$ cat config.mk
export PLATFORM = sky130hd
export DESIGN_NAME = alkv_rsp_reg
export DESIGN_NICKNAME = d
export VERILOG_FILES = /design/src/sv/alkv_pkg.sv /design/src/sv/alkv_rsp_reg.sv
export SDC_FILE = /design/constraint.sdc
export NUM_CORES = 1
export LEC_CHECK = 0
export BUFFER_PORTS_ARGS = -buffer_cell sky130_fd_sc_hd__buf_2
export CAP_MARGIN = 10
export CORE_ASPECT_RATIO = 1.25
export CORE_MARGIN = 2
export CORE_UTILIZATION = 43
export DETAILED_ROUTE_END_ITERATION = 10
export GPL_TIMING_DRIVEN = 1
export PLACE_DENSITY = 0.83
export SYNTH_ARGS = -nofsm -noshare
export SYNTH_HDL_FRONTEND = slang
export SYNTH_SLANG_ARGS = --single-unit
$ cat constraint.sdc
create_clock -name clock -period 1.45 [get_ports clock]
set_input_delay 0.435 -clock clock [delete_from_list [all_inputs] [get_ports clock]]
set_output_delay 0.435 -clock clock [all_outputs]
set_load 0.02 [all_outputs]
$ cat src/sv/alkv_pkg.sv
package alkv_pkg;

   // Store geometry
   localparam int STORE_WORDS     = 4096;
   localparam int ADDR_W          = $clog2(STORE_WORDS);
   localparam int CNT_W           = ADDR_W + 1;
   localparam int MAX_VALUE_BYTES = 256;
   localparam int LEN_W           = 9;
   localparam int WORDS_W         = 7;

   localparam logic [31:0] SIGNATURE = 32'hFACE_BEEF;
   localparam logic [31:0] ERASED    = 32'hFFFF_FFFF;

   typedef enum logic [1:0] {
      CMD_ERASE = 2'd0,
      CMD_BEGIN = 2'd1,
      CMD_DATA  = 2'd2,
      CMD_READ  = 2'd3
   } cmd_type;

   typedef enum logic [2:0] {
      ST_OK        = 3'd0,
      ST_NOT_FOUND = 3'd1,
      ST_FULL      = 3'd2,
      ST_BAD_SEQ   = 3'd3,
      ST_TOO_LONG  = 3'd4
   } status_type;

   // Memory port request from the sequencer
   typedef struct packed {
      logic              we;
      logic [ADDR_W-1:0] waddr;
      logic [31:0]       wdata;
      logic              re;
      logic [ADDR_W-1:0] raddr;
   } mem_req_type;

   // One result item towards the output register
   typedef struct packed {
      status_type  status;
      logic [31:0] word;
      logic [2:0]  count;
      logic        last;
   } rsp_item_type;

   // Data words needed for a value of len bytes
   function automatic logic [WORDS_W-1:0] ceil_words(input logic [LEN_W-1:0] len);
      logic [LEN_W:0] sum;
      sum = {1'b0, len} + (LEN_W+1)'(3);
      return WORDS_W'(sum >> 2);
   endfunction

   // Keep the cnt high bytes of a word, zero the rest
   function automatic logic [31:0] tail_mask(input logic [31:0] w, input logic [2:0] cnt);
      logic [31:0] r;
      unique case (cnt)
         3'd1:    r = {w[31:24], 24'd0};
         3'd2:    r = {w[31:16], 16'd0};
         3'd3:    r = {w[31:8], 8'd0};
         default: r = w;
      endcase
      return r;
   endfunction

endpackage

$ cat src/sv/alkv_rsp_reg.sv
module alkv_rsp_reg
   import alkv_pkg::*;
(
   input  logic         clock,
   input  logic         reset,
   input  logic         push,
   input  rsp_item_type item,
   output logic         free,
   output logic         rsp_tvalid,
   input  logic         rsp_tready,
   output logic [39:0]  rsp_tdata,
   output logic         rsp_tlast
);

   logic         valid_ff;
   logic         valid_in;
   rsp_item_type item_ff;

   // Slot is free when empty or being taken this cycle
   assign free = !valid_ff || rsp_tready;

   always_comb begin
      valid_in = valid_ff;
      if (rsp_tready) begin
         valid_in = 1'b0;
      end
      if (push) begin
         valid_in = 1'b1;
      end
   end

   always_ff @(posedge clock) begin
      if (reset) begin
         valid_ff <= 1'b0;
      end else begin
         valid_ff <= valid_in;
      end
   end

   // Hold payload until a new request is loaded
   always_ff @(posedge clock) begin
      if (push) begin
         item_ff <= item;
      end
   end

   assign rsp_tvalid = valid_ff;
   assign rsp_tdata  = {2'b00, item_ff.count, item_ff.word, item_ff.status};
   assign rsp_tlast  = item_ff.last;

endmodule

# Yosys cells after proc, flatten, opt, wreduce, memory -nomap -nowiden
# Index checks and enable logic that the tools add are counted.
# totals
ff_bits	40
latchBits	0
mem_bits_rw	0
romBits	0
output_inout_bits	43
n_memories	0
# classes
n_addsub	0
multipliers	0
div	0
order_cmp	0
n_eq_ne	0
shift	0
mux	2
bitwise	0
n_reduce_logical	3
# op_table
op	n
1-bit two-way mux	2
2-bit nonzero test	1
1-bit logical NOT	1
1-bit logical OR	1

# Logic depth before layout (Yosys ltp)
# logic_depth
ltp_word	2
depth_mapped	2

# Least setup slack after synthesis
# Ideal clock, no wire load.
# synth_path
kind	input-to-output
from	in rsp_tready
to	out free
arrival_ns	0.588
required_time_ns	1.015
setup_slack_ns	0.427
path_stages	1
path_cell_list	nand2b_4
# synth_via
elab_chain_cells	1
# synth_rtl
item	line_no	rtl
start: declaration	alkv_rsp_reg.sv:10	input logic rsp_tready,
1-bit logical OR	alkv_rsp_reg.sv:20	assign free = !valid_ff || rsp_tready;
end: declaration	alkv_rsp_reg.sv:8	output logic free,
# Every way passes these cells.

# Worst setup path in the final report
# layout_path
from	reg valid_ff (netlist: rsp_tvalid)
to	out free
# layout_via
elab_chain_cells	2
# layout_rtl
item	line_no	rtl
start: declaration	alkv_rsp_reg.sv:15	logic valid_ff;
start signal: assignment	alkv_rsp_reg.sv:36	valid_ff <= valid_in;
1-bit logical NOT	alkv_rsp_reg.sv:20	
1-bit logical OR	alkv_rsp_reg.sv:20	
# Every way passes these cells.

==> results.yml <==
yosys:
  synth_top_cell_area_share_pct: 94.7
  yosys.cell_types.count: 7
  post_synthesis_share_of_cell_area_spent_on_xor_and_xnor_gates_pct: 0
  area_fraction_in_and_or_nand_and_nor_cells_after_synthesis_pct: 1.11
  synthCells: 46
  synth.ff_latch_count: 40
  synth_area_leaders: "edfxtp_1 95%, dfxtp_1 1.6%, buf_4 1.2%"
  synthesis.area_per_instance_um2: 26.9
  main_combinational_cell_family_by_area_after_synthesis: "buffers and inverters"
  syn_std_cell_area_um2: 1240
  synth_mux_area_share_pct: 0
  synth_warnings: 0
  seq_area_frac_synth_pct: 96.4
  synth-compound-area-share_pct: 0.709
  yosys.area_share.adder_pct: 0
  synth.largest_area_cell: "edfxtp_1"
worst_setup_path:
  crit_required_ns: 1.02
  cp.arrival_ns: 0.93
  crit_path_end: "free"
  timing.critical_path.slowest_stage_cell: "dfxtp_1"
  path_cells: "nand2b_4 -> buf_2"
  crit-reg2reg-launch: "rsp_tvalid"
  endpoint_kind_of_the_worst_setup_timing_path: "output port"
  critical_path.startpoint: "rsp_tvalid"
  worstSetupStartpointType: "flip-flop"
  setup.worst_path.class: "reg2out"
  cpLargestDelayFamily: "flip-flops"
  worst-path-stages: 2
  r2r_setup_slack_ns: 0.81
  r2r.worst_path.cells: 2
  critical_path.n_buffers_inverters: 1
  path_max_fanout: 2
  critPathMaxStageDelay_ns: 0.40
  regToRegEndpoint: "rsp_tvalid"
timing:
  min_period_ns: 1.37
  report.final.setup_viol: 0
  min_period_over_period_pct: 94.2
  timing.clock.skew_ns: 0
  maxClockFrequency_mhz: 732
  timing.final.hold_violations: 0
  grt_setup_unrepaired: "false"
  aggregate_negative_setup_slack_ns: 0
  fin_hold_ws_ns: 0.264
  timing.final.max_slew_violations: 0
clock_network:
  cts_buffers: 5
  cts_setup_buffers: 0
  htree_levels: 2
  clock_transition_at_the_registers_of_the_reported_paths_ns: 0.10
  cts.sink_count: 40
  buffer_levels_on_the_longest_clock_path: 2
  worstSkewPairLatency_ns: 0.32
  clock_tree_from_tritoncts: "built"
  post_cts.resized_instances: 0
  clock_tree.root_cell: "clkbuf_4"
  cts.hold.buffers_added: 0
hold_path:
  worst_hold_path_type: "in2reg"
  hp_start: "reset"
power_and_ir_drop:
  intPower_uw: 1650
  cellLeakagePower_uw: 0.000774
  power_frac_comb_pct: 13.7
  power_density_nw_per_um2: 1230
  share_clk_of_total_power_pct: 21.7
  ir_drop_mv: 0.704
  switchingPower_uw: 498
  netSwitchingFraction_pct: 23.2
  sequentialPowerShare_pct: 64.6
floorplanning:
  core_area_um2: 2710
  horiz_die_dim_um: 52.0
  initial_core_util_pct: 45.7
  die_outline_area_um2: 3320
  chipHeight_um: 63.9
  boundaryPins: 86
  placementRows: 21
route:
  antenna_left: 0
  initialDrtViolationCount: 15
  via_per_inst: 4.45
  drtPass1Iterations: 4
  number_of_vias_in_the_routed_layout: 757
  wirelength_um: 2360
  drc: 0
  drt-wirelength-per-cell_um: 13.9
outcome:
  outcome: "finished, final reports clean"
flow_run:
  drv.max_cap_violation_count: 0
global_route:
  number_of_antenna_violations_at_the_first_check_in_global_routing: 0
  number_of_global_route_vias_before_repair: 684
  global_route.overflow_total: 0
  first_pass_grt_wire_length_um: 3190
  groute.usage.overall_pct: 14.1
  pin_count_of_the_biggest_net_entering_global_routing: 41
cells_and_area:
  post_route_cells_drive_above_1_share_pct: 67.6
  final_cell_mix: "83 x buf_2, 39 x edfxtp_1, 5 x clkbuf_4"
  final_cells: 170
  fillerInstances: 201
  final_common_cell: "buf_2"
  syn2layout_area_growth_pct: 41.5
  finish.utilization_pct: 64.6
  num_antenna_cells: 0
  num-nets-final: 179
place:
  place.detailed.instances: 163
  gp_routability_congestion: 0.583
  placement.io_buffers: 83
## cell type report
type / instances / area, µm² / area share, %
Sequential cell: 40 / 1190 / 68.1
Timing Repair Buffer: 84 / 435 / 24.9
Tap cell: 34 / 42.5 / 2.43
Clock buffer: 6 / 41.3 / 2.36
Multi-Input combinational cell: 4 / 30.0 / 1.72
Clock inverter: 1 / 5.00 / 0.286
Inverter: 1 / 3.75 / 0.215
## routing by layer
layer	wire length, µm	track usage, %
met1	778	13.8
met2	1280	25.2
met3	257	5.14
met4	42	6.91
met5	0	0
## worst min path at each step
stage / end / slack (ns) / cells after the start
after global routing: rsp_tvalid / 0.24 / 2
after detailed placement: rsp_tvalid / 0.50 / 2
after CTS: rsp_tvalid / 0.24 / 2
after floorplan: rsp_tvalid / 0.50 / 1
final: rsp_tvalid / 0.26 / 2
after global placement: rsp_tvalid / 0.47 / 2
## Yosys cell counts (all sizes together)
library cell and count:
conb 1, inv 1, a21oi 1, nand2b 1
edfxtp 39, buf 2, dfxtp 1
## power groups by stage
stage	registers (µW)	logic, µW	clock network [µW]
2_1_floorplan	1540	15.3	0
3_3_place_gp	1410	292	0
3_5_place_dp	1420	298	0
4_1_cts	1390	298	499
5_1_grt	1400	311	550
6_report	1390	294	466
## registers in the layout, summed over array words and instances (netlist names)
name and flops:
rsp_tvalid 1, rsp_tlast 1, rsp_tdata 38
## per-stage QoR
step	power [µW]	worst slack, ns	instance area [µm²]
2_1_floorplan	1550	0.427	1240
3_3_place_gp	1700	0.203	1700
3_5_place_dp	1720	0.202	1700
4_1_cts	2190	0.0479	1750
5_1_grt	2260	0.0241	1750
6_report	2150	0.0836	1750
## logic make-up after synthesis
kind of cell	count (synthesis)
buffers and inverters	3
AND/OR/NAND/NOR	1
other	1
flip-flops	40
AO/OA/AOI/OAI	1
Note: power is estimated with default switching activity, not from simulation.
