**src/sv/alkv_pkg.sv**
```systemverilog
package alkv_pkg;

   // Store geometry
   localparam int STORE_WORDS     = 4096;
   localparam int ADDR_W          = $clog2(STORE_WORDS);
   localparam int CNT_W           = ADDR_W + 1;
   localparam int MAX_VALUE_BYTES = 256;
   localparam int LEN_W           = 9;
   localparam int WORDS_W         = 7;

   localparam logic [31:0] SIGNATURE = 32'hFACE_BEEF;
   localparam logic [31:0] ERASED    = 32'hFFFF_FFFF;

   typedef enum logic [1:0] {
      CMD_ERASE = 2'd0,
      CMD_BEGIN = 2'd1,
      CMD_DATA  = 2'd2,
      CMD_READ  = 2'd3
   } cmd_type;

   typedef enum logic [2:0] {
      ST_OK        = 3'd0,
      ST_NOT_FOUND = 3'd1,
      ST_FULL      = 3'd2,
      ST_BAD_SEQ   = 3'd3,
      ST_TOO_LONG  = 3'd4
   } status_type;

   // Memory port request from the sequencer
   typedef struct packed {
      logic              we;
      logic [ADDR_W-1:0] waddr;
      logic [31:0]       wdata;
      logic              re;
      logic [ADDR_W-1:0] raddr;
   } mem_req_type;

   // One result item towards the output register
   typedef struct packed {
      status_type  status;
      logic [31:0] word;
      logic [2:0]  count;
      logic        last;
   } rsp_item_type;

   // Data words needed for a value of len bytes
   function automatic logic [WORDS_W-1:0] ceil_words(input logic [LEN_W-1:0] len);
      logic [LEN_W:0] sum;
      sum = {1'b0, len} + (LEN_W+1)'(3);
      return WORDS_W'(sum >> 2);
   endfunction

   // Keep the cnt high bytes of a word, zero the rest
   function automatic logic [31:0] tail_mask(input logic [31:0] w, input logic [2:0] cnt);
      logic [31:0] r;
      unique case (cnt)
         3'd1:    r = {w[31:24], 24'd0};
         3'd2:    r = {w[31:16], 16'd0};
         3'd3:    r = {w[31:8], 8'd0};
         default: r = w;
      endcase
      return r;
   endfunction

endpackage

```
**src/sv/alkv_seq.sv**
```systemverilog
module alkv_seq
   import alkv_pkg::*;
(
   input  logic             clock,
   input  logic             reset,
   input  logic             req_valid,
   output logic             req_ready,
   input  cmd_type          req_cmd,
   input  logic [31:0]      req_key,
   input  logic [LEN_W-1:0] req_length,
   input  logic [31:0]      req_data_word,
   output mem_req_type      mem_req,
   input  logic [31:0]      mem_data,
   input  logic             out_free,
   output logic             out_push,
   output rsp_item_type     out_item
);

   typedef enum logic [10:0] {
      S_IDLE = 11'b000_0000_0001,
      S_SIG0 = 11'b000_0000_0010,
      S_SIG1 = 11'b000_0000_0100,
      S_HCHK = 11'b000_0000_1000,
      S_HDR0 = 11'b000_0001_0000,
      S_HDR1 = 11'b000_0010_0000,
      S_DWR  = 11'b000_0100_0000,
      S_WKEY = 11'b000_1000_0000,
      S_WLEN = 11'b001_0000_0000,
      S_WADV = 11'b010_0000_0000,
      S_DRD  = 11'b100_0000_0000
   } state_type;

   // Output emission reuses the idle code space via a flag
   state_type          state_ff, state_in;
   logic               emit_ff, emit_in;
   logic               stream_ff, stream_in;
   logic [CNT_W-1:0]   hw_ff, hw_in;
   logic               open_ff, open_in;
   logic [WORDS_W-1:0] words_left_ff, words_left_in;
   cmd_type            cmd_ff, cmd_in;
   logic [31:0]        key_ff, key_in;
   logic [LEN_W-1:0]   len_ff, len_in;
   logic [31:0]        dw_ff, dw_in;
   status_type         status_ff, status_in;
   logic [CNT_W-1:0]   p_ff, p_in;
   logic               found_ff, found_in;
   logic               match_ff, match_in;
   logic [CNT_W-1:0]   hit_ff, hit_in;
   logic [LEN_W-1:0]   hit_len_ff, hit_len_in;
   logic [LEN_W-1:0]   rem_ff, rem_in;
   logic [CNT_W-1:0]   rptr_ff, rptr_in;

   // Shared address adder
   logic [CNT_W-1:0]   add_a;
   logic [WORDS_W:0]   add_b;
   logic [CNT_W:0]     add_sum;
   logic [CNT_W-1:0]   p_next;
   logic               walk_more;
   logic [LEN_W-1:0]   n_bytes;
   logic [2:0]         cnt;
   logic               accept;

   always_comb begin
      if (state_ff == S_WADV) begin
         add_a = p_ff;
         add_b = (WORDS_W+1)'(2) + (WORDS_W+1)'(ceil_words(mem_data[LEN_W-1:0]));
      end else begin
         add_a = hw_ff;
         add_b = (WORDS_W+1)'(2) + (WORDS_W+1)'(ceil_words(len_ff));
      end
      add_sum = (CNT_W+1)'(add_a) + (CNT_W+1)'(add_b);
   end

   assign p_next    = (add_sum > (CNT_W+1)'(STORE_WORDS)) ? CNT_W'(STORE_WORDS)
                                                          : add_sum[CNT_W-1:0];
   assign walk_more = ((CNT_W+1)'(p_ff) + (CNT_W+1)'(1)) < (CNT_W+1)'(hw_ff);
   assign n_bytes   = (hit_len_ff < len_ff) ? hit_len_ff : len_ff;
   assign cnt       = (rem_ff >= LEN_W'(4)) ? 3'd4 : rem_ff[2:0];

   assign req_ready = (state_ff == S_IDLE) && !emit_ff;
   assign accept    = req_valid && req_ready;

   always_comb begin
      state_in      = state_ff;
      emit_in       = emit_ff;
      stream_in     = stream_ff;
      hw_in         = hw_ff;
      open_in       = open_ff;
      words_left_in = words_left_ff;
      cmd_in        = cmd_ff;
      key_in        = key_ff;
      len_in        = len_ff;
      dw_in         = dw_ff;
      status_in     = status_ff;
      p_in          = p_ff;
      found_in      = found_ff;
      match_in      = match_ff;
      hit_in        = hit_ff;
      hit_len_in    = hit_len_ff;
      rem_in        = rem_ff;
      rptr_in       = rptr_ff;
      mem_req       = '0;
      out_push      = 1'b0;
      out_item      = '{status: status_ff, word: 32'd0, count: 3'd0, last: 1'b1};

      unique case (state_ff)
         S_IDLE: begin
            if (emit_ff) begin
               // Hand one result to the output register
               if (stream_ff) begin
                  out_item.status = ST_OK;
                  out_item.word   = tail_mask(mem_data, cnt);
                  out_item.count  = cnt;
                  out_item.last   = (rem_ff <= LEN_W'(4));
               end
               if (out_free) begin
                  out_push = 1'b1;
                  emit_in  = 1'b0;
                  if (stream_ff && (rem_ff > LEN_W'(4))) begin
                     rem_in   = rem_ff - LEN_W'(cnt);
                     rptr_in  = rptr_ff + CNT_W'(1);
                     state_in = S_DRD;
                  end
               end
            end else if (accept) begin
               cmd_in    = req_cmd;
               key_in    = req_key;
               len_in    = req_length;
               dw_in     = req_data_word;
               stream_in = 1'b0;
               status_in = ST_OK;
               priority if (req_cmd == CMD_ERASE) begin
                  open_in       = 1'b0;
                  words_left_in = '0;
                  state_in      = S_SIG0;
               end else if (req_cmd == CMD_DATA) begin
                  if (!open_ff || (hw_ff >= CNT_W'(STORE_WORDS))) begin
                     status_in = ST_BAD_SEQ;
                     emit_in   = 1'b1;
                  end else begin
                     state_in = S_DWR;
                  end
               end else if (open_ff) begin
                  status_in = ST_BAD_SEQ;
                  emit_in   = 1'b1;
               end else if (req_cmd == CMD_BEGIN) begin
                  if (req_length > LEN_W'(MAX_VALUE_BYTES)) begin
                     status_in = ST_TOO_LONG;
                     emit_in   = 1'b1;
                  end else if (hw_ff == '0) begin
                     state_in = S_SIG0;
                  end else begin
                     state_in = S_HCHK;
                  end
               end else begin
                  // Read: signature present exactly when the log holds words
                  if (hw_ff == '0) begin
                     status_in = ST_NOT_FOUND;
                     emit_in   = 1'b1;
                  end else begin
                     p_in     = CNT_W'(2);
                     found_in = 1'b0;
                     state_in = S_WKEY;
                  end
               end
            end
         end
         S_SIG0: begin
            mem_req.we    = 1'b1;
            mem_req.waddr = '0;
            mem_req.wdata = SIGNATURE;
            state_in      = S_SIG1;
         end
         S_SIG1: begin
            mem_req.we    = 1'b1;
            mem_req.waddr = ADDR_W'(1);
            mem_req.wdata = 32'd0;
            hw_in         = CNT_W'(2);
            if (cmd_ff == CMD_BEGIN) begin
               state_in = S_HCHK;
            end else begin
               emit_in  = 1'b1;
               state_in = S_IDLE;
            end
         end
         S_HCHK: begin
            if (add_sum > (CNT_W+1)'(STORE_WORDS)) begin
               status_in = ST_FULL;
               emit_in   = 1'b1;
               state_in  = S_IDLE;
            end else begin
               state_in = S_HDR0;
            end
         end
         S_HDR0: begin
            mem_req.we    = 1'b1;
            mem_req.waddr = hw_ff[ADDR_W-1:0];
            mem_req.wdata = key_ff;
            hw_in         = hw_ff + CNT_W'(1);
            state_in      = S_HDR1;
         end
         S_HDR1: begin
            mem_req.we    = 1'b1;
            mem_req.waddr = hw_ff[ADDR_W-1:0];
            mem_req.wdata = 32'(len_ff);
            hw_in         = hw_ff + CNT_W'(1);
            words_left_in = ceil_words(len_ff);
            open_in       = (ceil_words(len_ff) != '0);
            emit_in       = 1'b1;
            state_in      = S_IDLE;
         end
         S_DWR: begin
            mem_req.we    = 1'b1;
            mem_req.waddr = hw_ff[ADDR_W-1:0];
            mem_req.wdata = dw_ff;
            hw_in         = hw_ff + CNT_W'(1);
            words_left_in = words_left_ff - WORDS_W'(1);
            if (words_left_ff == WORDS_W'(1)) begin
               open_in = 1'b0;
            end
            emit_in  = 1'b1;
            state_in = S_IDLE;
         end
         S_WKEY: begin
            if (walk_more) begin
               mem_req.re    = 1'b1;
               mem_req.raddr = p_ff[ADDR_W-1:0];
               state_in      = S_WLEN;
            end else if (!found_ff) begin
               status_in = ST_NOT_FOUND;
               emit_in   = 1'b1;
               state_in  = S_IDLE;
            end else if (n_bytes == '0) begin
               emit_in  = 1'b1;
               state_in = S_IDLE;
            end else begin
               rem_in   = n_bytes;
               rptr_in  = hit_ff + CNT_W'(2);
               state_in = S_DRD;
            end
         end
         S_WLEN: begin
            mem_req.re    = 1'b1;
            mem_req.raddr = ADDR_W'(p_ff + CNT_W'(1));
            match_in      = (mem_data == key_ff);
            state_in      = S_WADV;
         end
         S_WADV: begin
            // Newest match wins, so later hits overwrite
            if (match_ff) begin
               found_in   = 1'b1;
               hit_in     = p_ff;
               hit_len_in = mem_data[LEN_W-1:0];
            end
            p_in     = p_next;
            state_in = S_WKEY;
         end
         S_DRD: begin
            mem_req.re    = 1'b1;
            mem_req.raddr = rptr_ff[ADDR_W-1:0];
            stream_in     = 1'b1;
            emit_in       = 1'b1;
            state_in      = S_IDLE;
         end
         default: begin
            state_in = S_IDLE;
         end
      endcase
   end

   // Control state
   always_ff @(posedge clock) begin
      if (reset) begin
         state_ff      <= S_IDLE;
         emit_ff       <= 1'b0;
         stream_ff     <= 1'b0;
         hw_ff         <= '0;
         open_ff       <= 1'b0;
         words_left_ff <= '0;
      end else begin
         state_ff      <= state_in;
         emit_ff       <= emit_in;
         stream_ff     <= stream_in;
         hw_ff         <= hw_in;
         open_ff       <= open_in;
         words_left_ff <= words_left_in;
      end
   end

   // Working registers
   always_ff @(posedge clock) begin
      cmd_ff     <= cmd_in;
      key_ff     <= key_in;
      len_ff     <= len_in;
      dw_ff      <= dw_in;
      status_ff  <= status_in;
      p_ff       <= p_in;
      found_ff   <= found_in;
      match_ff   <= match_in;
      hit_ff     <= hit_in;
      hit_len_ff <= hit_len_in;
      rem_ff     <= rem_in;
      rptr_ff    <= rptr_in;
   end

endmodule

```
**config.mk**
```make
export PLATFORM = sky130hd
export DESIGN_NAME = alkv_seq
export DESIGN_NICKNAME = d
export VERILOG_FILES = /design/src/sv/alkv_pkg.sv /design/src/sv/alkv_seq.sv
export SDC_FILE = /design/constraint.sdc
export NUM_CORES = 1
export LEC_CHECK = 0
export BUFFER_PORTS_ARGS = -buffer_cell sky130_fd_sc_hd__buf_4
export CORE_MARGIN = 4
export CORE_UTILIZATION = 60
export DETAILED_ROUTE_END_ITERATION = 6
export PLACE_DENSITY = 0.95
export SLEW_MARGIN = 20
export SYNTH_ARGS = -nofsm -noshare
export SYNTH_HDL_FRONTEND = slang
export SYNTH_SLANG_ARGS = --single-unit
```
**constraint.sdc**
```tcl
create_clock -name clock -period 11.44 [get_ports clock]
set_input_delay 0 -clock clock [delete_from_list [all_inputs] [get_ports clock]]
set_output_delay 0 -clock clock [all_outputs]
set_load 0.02 [all_outputs]
```
Word-level counts from Yosys, hierarchy flattened
Index checks and enable logic that the tools add are counted.

storage, ports and cells
  bits in registers = 171
  input bits = 111
  output and inout port bits = 99
  logic and storage cells = 221

operators by class
  add/sub/neg operators = 12
  order comparisons = 8
  eq/ne operators = 46
  multiplexer cells = 106
  bitwise operators = 1
  reduce and logical (&&, ||, !) cells = 30

operator list
  cell                   count
  $pmux 45 s5            1
  $mux 13                16
  $mux 11                14
  $mux 39                3
  $pmux 11 s8            1
  $pmux 13 s2            3
  $pmux 24 s3            1
  $mux 9                 7
  $pmux 13 s3            1
  $ne 2x2->1 const B     17
  $mux 1                 33
  $mux 3                 11
  $eq 32x32->1           1
  $add 13x1->13 const B  2
  $mux 7                 3
  $pmux 7 s3             1
  $add 9x2->9 const B    2
  $pmux 9 s2             1
  $add 2x7->8 const A    2
  $add 13x1->14 const B  1
  $add 13x8->14          1
  $gt 14x13->1 const B   1
  $lt 14x13->1           1
  $reduce_and 7->1       2
  other kinds (59)       77

Depth between registers and ports, before layout
  depth in word-level cells = 10
  depth in mapped cells = 20
  gate-level depth less buffers = 17

Least setup slack after synthesis
OpenSTA, ideal clock, no wires.

  path type = register to register
  start = reg state_ff[7]
  end = reg status_ff[0], enable pin
  library setup time = 0.264 ns
  data arrival time = 4.576 ns
  data required time = 11.176 ns
  slack = 6.601 ns
  stages on the path, launching flop included = 18
  buffers on the path = 3
  clock period less this slack = 4.839 ns
  path through = dfxtp_1 > or4_4 > or4b_4 > buf_6 > clkbuf_1 > clkbuf_1 > nand2_1 > o31ai_1 > ha_1 > fa_1 > a21o_1 > a221oi_1 > o21ai_0 > o21ai_0 > xor2_1 > or3_1 > o311ai_1 > nor2_1

on the way
  longest elaborated chain between the ends = 6
  elaborated cells on any way between the ends = 17
  those cells by class = 1 x add/sub; 1 x order compare; 9 x eq/ne; 2 x mux; 4 x reduce/logical

RTL lines
  element                            RTL line         source
  start: declaration                 alkv_seq.sv:34   state_type state_ff, state_in;
  start signal: assignment           alkv_seq.sv:281  state_ff <= state_in;
  $eq 11x10->1                       alkv_seq.sv:64   if (state_ff == S_WADV) begin
  $mux 13 or $mux 8 (tied branches)  alkv_seq.sv:64
  $add 13x8->14                      alkv_seq.sv:71   add_sum = (CNT_W+1)'(add_a) + (CNT_W+1)'(add_b);
  $gt 14x13->1                       alkv_seq.sv:187  if (add_sum > (CNT_W+1)'(STORE_WORDS)) begin
  $ne 2x2->1 (no line)               --
  $reduce_and 6->1 (no line) (*)     --
  end signal: assignment             alkv_seq.sv:296  status_ff <= status_in;
  end: declaration                   alkv_seq.sv:44   status_type status_ff, status_in;

Mark *: on every way between the ends. The rest lies on a longest branch, timed or not.
A chain may end at the register's enable or synchronous reset.

Worst setup path in the final report
  start = reg state_ff[7]
  end = reg p_ff[1], data pin

on the way
  longest elaborated chain between the ends = 6
  elaborated cells on any way between the ends = 8
  those cells by class = 1 x add/sub; 1 x order compare; 2 x eq/ne; 4 x mux

RTL lines
  element                            RTL line                         source
  $eq 11x10->1                       alkv_seq.sv:64, alkv_seq.sv:106
  $mux 13 or $mux 8 (tied branches)  alkv_seq.sv:64
  $add 13x8->14                      alkv_seq.sv:71
  $gt 14x13->1                       alkv_seq.sv:74                   assign p_next = (add_sum > (CNT_W+1)'(STORE_WORDS)) ? CNT_W'(STORE_WORDS)
  $mux 13                            alkv_seq.sv:74
  $pmux 13 s2 (*)                    alkv_seq.sv:106                  unique case (state_ff)
  end signal: assignment             alkv_seq.sv:297                  p_ff <= p_in;
  end: declaration                   alkv_seq.sv:45                   logic [CNT_W-1:0] p_ff, p_in;

Marked as above.

==> impl_metrics.json <==
{
  "via_per_inst": 6.80,
  "rsz0062_at_grt": "false",
  "grt_pass1_wl_mm": 58.1,
  "worstHoldStart": "out_free",
  "ir_drop_mv": 0.121,
  "synthCells": 1034,
  "synth-seq-cells": 169,
  "cp_slowest_stage_delay_ns": 0.76,
  "grt_use_total": 0.410,
  "grt_max_degree": 76,
  "finalPower_mw": 2.22,
  "antenna_found_initial": 2,
  "place.gp.congestion": 0.930,
  "synth_common_cells": "edfxtp_1, nor2_1, nand2_1",
  "crit_type": "register to register",
  "dr.pass1.iters": 6,
  "finalCritPeriodShare": 0.529,
  "grt_pass1_vias": 10096,
  "cp-startpoint": "state_ff[7]$_SDFFE_PP0P_",
  "syn_to_final_growth_pct": 31.2,
  "min_path_type": "input port to register",
  "synth_ff_type": "edfxtp_1",
  "arrival_ns": 6.30,
  "top_level_ports": 210,
  "synth_edf_count": 135,
  "p_sw_frac": 0.369,
  "synth_most_common_cell": "edfxtp_1",
  "pwr-share-comb": 0.297,
  "p_per_area_mw_per_mm2": 169,
  "cts_tree": "done",
  "synthArstFlopShare": 0,
  "stdcell_area_mm2": 0.0132,
  "num_vias": 10460,
  "cts_resized": 0,
  "crit_slowest_cell": "or4b_4",
  "floorplan.rows": 47,
  "start_kind": "register",
  "r2r-start": "state_ff[7]$_SDFFE_PP0P_",
  "cts_buffers": 17,
  "syn_area_per_cell_um2": 9.72,
  "setup_viol": 0,
  "tightest_slew_ns": 1.05,
  "crit_top_cell": "o21ai_0",
  "drt_iter0_drc": 1835,
  "root_buffer": "clkbuf_16",
  "clk_path_buf_depth": 2,
  "power.share.sequential": 0.439,
  "status": "completed",
  "maxSlewHeadroom": 0.303,
  "synthDistinctLibCells": 66,
  "cts.sinks": 169,
  "cp-end-kind": "register",
  "fin_skew_ns": 0.0125,
  "grt_overflow": 0,
  "synth.area.top_cells": "edfxtp_1, dfxtp_1, xor2_1",
  "final_antenna_net_count": 0,
  "initial_core_util": 0.608,
  "synth_top_area_frac": 0.403,
  "crit_chain": "or4_4 > or4b_4 > clkinv_1 > o21a_1 > a21oi_1 > ha_1 > nand3_1 > xnor2_1 > ha_1 > and3_1 > a221oi_1 > o21ai_0 > o21ai_0 > xor2_1 > or3_1 > o21ba_1 > o21ai_0",
  "place_area_mm2": 0.0117,
  "wl_mm": 38.7,
  "yosys_warnings": 0,
  "clkLatencyLatePin_ns": 0.45,
  "maxCapViolCount": 0,
  "nets": 1454,
  "die-area_mm2": 0.0189,
  "wl_per_cell_um": 25.2,
  "cts.reportedPaths.clkPinSlew_ns": 0.07,
  "drc": 0,
  "p_int_mw": 1.40,
  "yosys.area.top_type": "edfxtp_1",
  "crit_fanout": 32,
  "final-max-slew-violation-count": 0,
  "die_h_um": 137,
  "core_area_mm2": 0.0165,
  "leakage_nw": 5.53,
  "cts_max_level": 4,
  "fin_tns_setup_ns": 0,
  "hold_viol_final": 0,
  "min_period_ns": 6.05,
  "syn-cell-area_mm2": 0.0101,
  "dp_hpwl_mm": 22.8,
  "die_x_um": 137,
  "pwr-share-clk": 0.264,
  "synth.net_count": 1183,
  "fillers": 874,
  "p_sw_mw": 0.822,
  "seq_area_frac_synth": 0.471,
  "worst-endpoint-required_ns": 11.69,
  "portBuffers": 209,
  "max_freq_ghz": 0.165,
  "drive_gt1_frac": 0.200
}
-- logic make-up (layout without fill, tap and decap cells) --
logic type | Yosys count | count (layout) | share of synthesized area
AOI/OAI and AO/OA | 221 | 221 | 0.144
xor gates and xnor gates | 92 | 92 | 0.0801
adders and majority gates | 38 | 38 | 0.0480
buffers and inverters | 89 | 373 | 0.0347
DFF | 169 | 169 | 0.471
muxes | 16 | 16 | 0.0172
other | 1 | 2 | 0.000373
and+or+nand+nor | 408 | 408 | 0.205
-- routing by layer --
metal / share of wire / routed length, um / GRT usage / vias up
li1: - / - / - / 4344
met1: 0.32 / 12500 / 0.483 / 4776
met2: 0.46 / 17900 / 0.666 / 1036
met3: 0.13 / 4970 / 0.111 / 302
met4: 0.086 / 3330 / 0.257 / 2
met5: 0.00052 / 20 / 0 / -
-- critical path: cells and delay by family, from the launching register on --
family	cells	cell delay, ns
fa+ha+maj	2	0.63
simple gates	5	2.10
xor+xnor	2	0.32
buf+inv	1	0.44
flops	1	0.34
compound gates	7	2.01
-- layout make-up --
| cell class | instances | area (um2) | area share |
|---|---|---|---|
| tap | 220 | 275 | 0.0209 |
| antenna | 1 | 2.50 | 0.000190 |
| multi-input combinational | 776 | 4980 | 0.377 |
| inverter | 40 | 150 | 0.0114 |
| timing repair buffer | 301 | 2480 | 0.188 |
| clock inverter | 13 | 135 | 0.0102 |
| sequential | 169 | 4730 | 0.359 |
| clock buffer | 19 | 433 | 0.0328 |
-- sequential cells by signal (all words and copies together), names as in the netlist, 2 cells and up --
signal / flops
status_ff: 3
p_ff: 13
hw_ff: 13
key_ff: 32
state_ff: 11
hit_len_ff: 9
cmd_ff: 2
dw_ff: 32
rptr_ff: 12
rem_ff: 9
hit_ff: 12
len_ff: 9
words_left_ff: 7
-- final timing paths --
check	end	slack, ns	cells after the start
setup / recovery	p_ff[1]$_SDFFCE_PN1P_	5.39	17
hold / removal	emit_ff$_SDFFE_PP0P_	0.04	5
setup reg to reg	p_ff[1]$_SDFFCE_PN1P_	5.39	17
hold reg to reg	words_left_ff[5]$_SDFFE_PP0P_	0.50	2
-- through the flow --
stage	setup slack, ns	hold slack [ns]	util	std cells
2_1_floorplan	6.60	0.0989	-	1034
3_3_place_gp	5.94	0.178	0.711	1420
3_5_place_dp	5.71	0.179	0.711	1420
4_1_cts	5.65	0.0348	0.797	1537
5_1_grt	5.08	0.0794	0.798	1539
6_report	5.39	0.0354	0.798	1539
-- cell usage in the layout (no fill, tap or decap), types with 7 or more instances in the layout --
master / count
ha_1: 37
nand3_1: 44
a22oi_1: 25
nand2_1: 97
nor3_1: 22
a221o_1: 10
a21oi_1: 54
o21ai_0: 50
a31oi_1: 12
dfxtp_1: 34
inv_1: 38
clkbuf_16: 17
nand2b_1: 9
a21o_1: 14
buf_4: 215
o21a_1: 7
xnor2_1: 31
and3_1: 27
xor2_1: 61
nand4_1: 11
and2_1: 31
nor2_1: 105
nor4_1: 24
edfxtp_1: 135
mux2i_1: 11
dlygate4sd3_1: 85
-- power groups by stage --
stage | clock network (mW) | logic, mW | registers [mW]
CTS | 0.566 | 0.621 | 0.954
global placement | 0 | 0.563 | 0.955
finish | 0.587 | 0.660 | 0.977
detailed placement | 0 | 0.584 | 0.964
global route | 0.606 | 0.704 | 0.984
floorplan | 0 | 0.421 | 0.918
-- what timing repair did --
action,CTS,global route
setup buffers,0,0
endpoints found under the setup margin,0,0
hold buffers,85,0
hold endpoints to repair,109,0
No activity file was read; power rests on OpenSTA's default activity.
